**src/sv/iir_df1_pkg.sv**
```systemverilog
// Shared types and constants for the direct form I IIR filter.
`default_nettype none
package iir_df1_pkg;

   localparam int SAMPLE_BITS            = 24;
   localparam int COEF_BITS              = 24;
   localparam int REG_TAPS               = 4;
   localparam int TAPS_BITS              = 3;
   localparam int CSR_INDEX_BITS         = 3;
   localparam int MAX_TAPS_DEFAULT       = 4;
   localparam int COEF_FRAC_BITS_DEFAULT = 20;

   typedef enum logic [CSR_INDEX_BITS-1:0] {
      CSR_TAPS_IN_USE,
      CSR_FEED_TAP0,
      CSR_FEED_TAP1,
      CSR_FEED_TAP2,
      CSR_FEED_TAP3,
      CSR_BACK_TAP1,
      CSR_BACK_TAP2,
      CSR_BACK_TAP3
   } csr_index_type;

   typedef struct packed {
      logic signed [SAMPLE_BITS-1:0] sample_in;
      logic                          restart;
   } req_payload_type;

   typedef struct packed {
      logic signed [SAMPLE_BITS-1:0] sample_out;
      logic                          clipped;
   } rsp_payload_type;

   typedef struct packed {
      logic [TAPS_BITS-1:0]                      taps_in_use;
      logic [REG_TAPS-1:0][COEF_BITS-1:0]        feed_tap;
      logic [REG_TAPS-1:1][COEF_BITS-1:0]        back_tap;
   } cfg_type;

endpackage
`default_nettype wire

```
**src/sv/iir_df1_cfg.sv**
```systemverilog
// Configuration register file: tap count and feed/feedback coefficients.
`default_nettype none
module iir_df1_cfg #(
   parameter int COEF_FRAC_BITS = iir_df1_pkg::COEF_FRAC_BITS_DEFAULT
) (
   input  wire logic                                    clock,
   input  wire logic                                    reset,
   input  wire logic                                    csr_valid,
   input  wire logic [iir_df1_pkg::CSR_INDEX_BITS-1:0]  csr_index,
   input  wire logic [iir_df1_pkg::COEF_BITS-1:0]       csr_data,
   output iir_df1_pkg::cfg_type                         cfg
);

   localparam logic [iir_df1_pkg::COEF_BITS-1:0] UNITY =
      iir_df1_pkg::COEF_BITS'(1) << COEF_FRAC_BITS;
   localparam iir_df1_pkg::cfg_type CFG_RESET = {
      iir_df1_pkg::TAPS_BITS'(1),
      (iir_df1_pkg::REG_TAPS * iir_df1_pkg::COEF_BITS)'(UNITY),
      {((iir_df1_pkg::REG_TAPS - 1) * iir_df1_pkg::COEF_BITS){1'b0}}
   };

   iir_df1_pkg::cfg_type cfg_ff;
   iir_df1_pkg::cfg_type cfg_in;

   always_comb begin
      cfg_in = cfg_ff;
      if (csr_valid) begin
         case (iir_df1_pkg::csr_index_type'(csr_index))
            iir_df1_pkg::CSR_TAPS_IN_USE:
               cfg_in.taps_in_use = csr_data[iir_df1_pkg::TAPS_BITS-1:0];
            iir_df1_pkg::CSR_FEED_TAP0: cfg_in.feed_tap[0] = csr_data;
            iir_df1_pkg::CSR_FEED_TAP1: cfg_in.feed_tap[1] = csr_data;
            iir_df1_pkg::CSR_FEED_TAP2: cfg_in.feed_tap[2] = csr_data;
            iir_df1_pkg::CSR_FEED_TAP3: cfg_in.feed_tap[3] = csr_data;
            iir_df1_pkg::CSR_BACK_TAP1: cfg_in.back_tap[1] = csr_data;
            iir_df1_pkg::CSR_BACK_TAP2: cfg_in.back_tap[2] = csr_data;
            iir_df1_pkg::CSR_BACK_TAP3: cfg_in.back_tap[3] = csr_data;
            default: cfg_in = cfg_ff;
         endcase
      end
   end

   always_ff @(posedge clock) begin
      if (reset) begin
         cfg_ff <= CFG_RESET;
      end else begin
         cfg_ff <= cfg_in;
      end
   end

   assign cfg = cfg_ff;

endmodule
`default_nettype wire

```
**config.mk**
```make
export PLATFORM = sky130hd
export DESIGN_NAME = iir_df1_cfg
export DESIGN_NICKNAME = d
export VERILOG_FILES = /design/src/sv/iir_df1_pkg.sv /design/src/sv/iir_df1_cfg.sv
export SDC_FILE = /design/constraint.sdc
export NUM_CORES = 1
export LEC_CHECK = 0
export BUFFER_PORTS_ARGS = -buffer_cell sky130_fd_sc_hd__buf_2
export CORE_AREA = 2 2 149 137
export DETAILED_ROUTE_END_ITERATION = 7
export DIE_AREA = 0 0 151 139
export PLACE_DENSITY = 0.57
export SLEW_MARGIN = 30
export SYNTH_ARGS = -nofsm -noshare
export SYNTH_HDL_FRONTEND = slang
export SYNTH_SLANG_ARGS = --single-unit
```
**constraint.sdc**
```tcl
create_clock -name clock -period 1.4 [get_ports clock]
set_clock_uncertainty 0.2 [all_clocks]
set_input_delay 0.14 -clock clock [delete_from_list [all_inputs] [get_ports clock]]
set_output_delay 0.14 -clock clock [all_outputs]
set_load 0.005 [all_outputs]
```
==> metrics.txt <==
outcome finished, violations left; failing checks hold timing; crit path max fanout 2; Slew Limit Headroom 72.6%; max cap viols 0; final setup violation count 0; die width 151 um; initial antenna violation count 0; min Tclk post-route 1260 ps; flop2flop setup slack 550 ps; Largest stage delay, worst path 370 ps; final core utilization 46.7%; Std-Cell Rows 49; GP Congestion 0.786; WP data required 1060 ps; Final Max Tran Viols 0; Ys Warns 0; commonest non-fill, non-tap cell in the layout buf_2; Synth top area share 51.0%; I/O pins 201; cell taking the most area after synthesis dfxtp_1; sequential power share 45.2%; final non-filler cell area 0.00910 sq mm; Min-Delay Path Class primary input to register; Hold Violations, Final 3; number of DRC markers in iteration 0 168; Setup TNS 0 ps; grt total ovfl 0; WP buf/inv 1; Final #Nets 852; Sw Share 22.0%; hold slack final -4.52 ps; Comb power frac 7.2%; Cell Chain, Critical Path buf_2; Synth area leaders dfxtp_1 51%, mux2i_1 26%, nand2b_1 18%, buf_2 1.3%, clkbuf_1 1.2%; Area after DPL 0.00824 sq mm; Seq cells post-synth 171; Longest Clk Path Bufs 2; pwr/cell area 1220 mW/mm^2; Post-Syn Nets 628; vias in the first global route 5169; vias 4943; root buf cell clkbuf_16; Critical Setup Path Class register to primary output; Avg Vias per Cell 4.53; pin count of the biggest net entering global routing 42; commonest non-fill, non-tap cells in the layout 199 x buf_2, 193 x nand2b_1, 171 x mux2i_1, 171 x dfxtp_1, 21 x buf_4; cts bufs inserted 17; kind of start point of the critical path register; net switching power 2450 uW; Post-Syn Area 0.00671 sq mm; part of the cycle the worst path needs 90.2%; post-route DRC violation count 0; max reg flops 171; layout cell share with drive strength beyond 1 32.3%; clk sinks 171; sequential element share of the synthesized area 51.0%; delay-heaviest family, CP flip-flops; Clock power frac 47.6%; CP Capture Type primary output; CTS tree done; # port buffers 200; ant diodes 0; Synth cell types 13; leakage power 0.00482 uW; post-synthesis cell count 598; Worst Tran Pin Value 411 ps; worst skew pair latency 420 ps; Routed WL 18300 um; CP arrival 920 ps; CTS H-tree lvls 4; RSZ-0062 raised after global routing false; full die area 0.0210 sq mm; initial core utilization 34.4%; first-pass GRT wire length 28800 um; Clock Pin Slew Worst Setup and Hold Paths 60 ps; Slowest-stage cell, CP dfxtp_1; Core ar. 0.0195 sq mm; DRT Pass-1 Iters 4; antenna-violating nets left 0; area grow syn2layout 35.6%; Max IR drop VDD 0.738 mV; Chip Height 139 um; mean post-synth cell area 11.2 sq um; post-cts sizing count 0; Filler Cell Count 1794; total global-route track usage 17.9%; Avg WL per Cell 16.8 um; hpwl dp 13100 um; fmax 792 MHz; internal power 8680 uW
## layout make-up
cell class	instances	area (sq um)	area share, %
timing repair buffer	254	1640	18.1
clock buffer	20	457	5.02
multi-input combinational	378	3050	33.5
tap	255	319	3.51
clock inverter	12	209	2.30
sequential	171	3420	37.6
## Yosys cell counts
library cell  instances
mux2i_1             171
nand2b_1            193
nand4_2               1
buf_2                18
nor2_1                4
and4bb_2              2
nand4b_1              3
buf_4                 8
or4b_1                1
clkbuf_1             22
nand4bb_1             3
dfxtp_1             171
buf_6                 1
## worst paths after layout
path | cells after the start | from | endpoint
worst max-delay path | 1 | cfg[168] | cfg[168]
worst min-delay path | 3 | csr_index[0] | cfg[169]
worst max register to register | 2 | cfg[101] | cfg[101]
worst min register to register | 2 | cfg[96] | cfg[96]
## repair_timing
item	in CTS	in global routing
hold endpoints to repair	114	0
hold buffers	19	0
buffers inserted	0	0
## tightest hold or removal path: cells and delay by family
kind,cells,cell delay [ps]
multiplexers,1,100
buffers and inverters,1,110
AND/OR/NAND/NOR,1,210
## per-layer routing
layer | GRT usage (%) | share of wire [%] | vias to the layer above
met5 | 0 | 0 | -
met4 | 7.48 | 2.7 | 0
met3 | 3.65 | 4.3 | 29
li1 | - | - | 2425
met2 | 29.6 | 48 | 125
met1 | 22.7 | 45 | 2364
## metrics by stage
| stage | power, uW | hold slack [ps] | std cells | setup slack [ps] |
|---|---|---|---|---|
| global route | 11500 | 19.7 | 1090 | 92.1 |
| CTS | 11300 | -14.7 | 1090 | 112 |
| detailed placement | 5920 | 254 | 1039 | 10.1 |
| global placement | 5890 | 241 | 1039 | 31.7 |
| floorplan | 5540 | 101 | 598 | 53.7 |
| finish | 11100 | -4.52 | 1090 | 138 |
## kinds of logic after synthesis
group         after synthesis  share of synthesized area (%)
simple gates              207                           19.8
mux                       171                           25.5
flops                     171                           51.0
buf+inv                    49                           3.64
## power by group through the flow
| stage | clock, uW | sequential [uW] | combinational, uW |
|---|---|---|---|
| 2_1_floorplan | 0 | 5140 | 401 |
| 3_3_place_gp | 0 | 5140 | 759 |
| 3_5_place_dp | 0 | 5140 | 778 |
| 4_1_cts | 5430 | 5030 | 821 |
| 5_1_grt | 5630 | 5040 | 874 |
| 6_report | 5300 | 5030 | 806 |
Power figures use the tool's default switching activity.
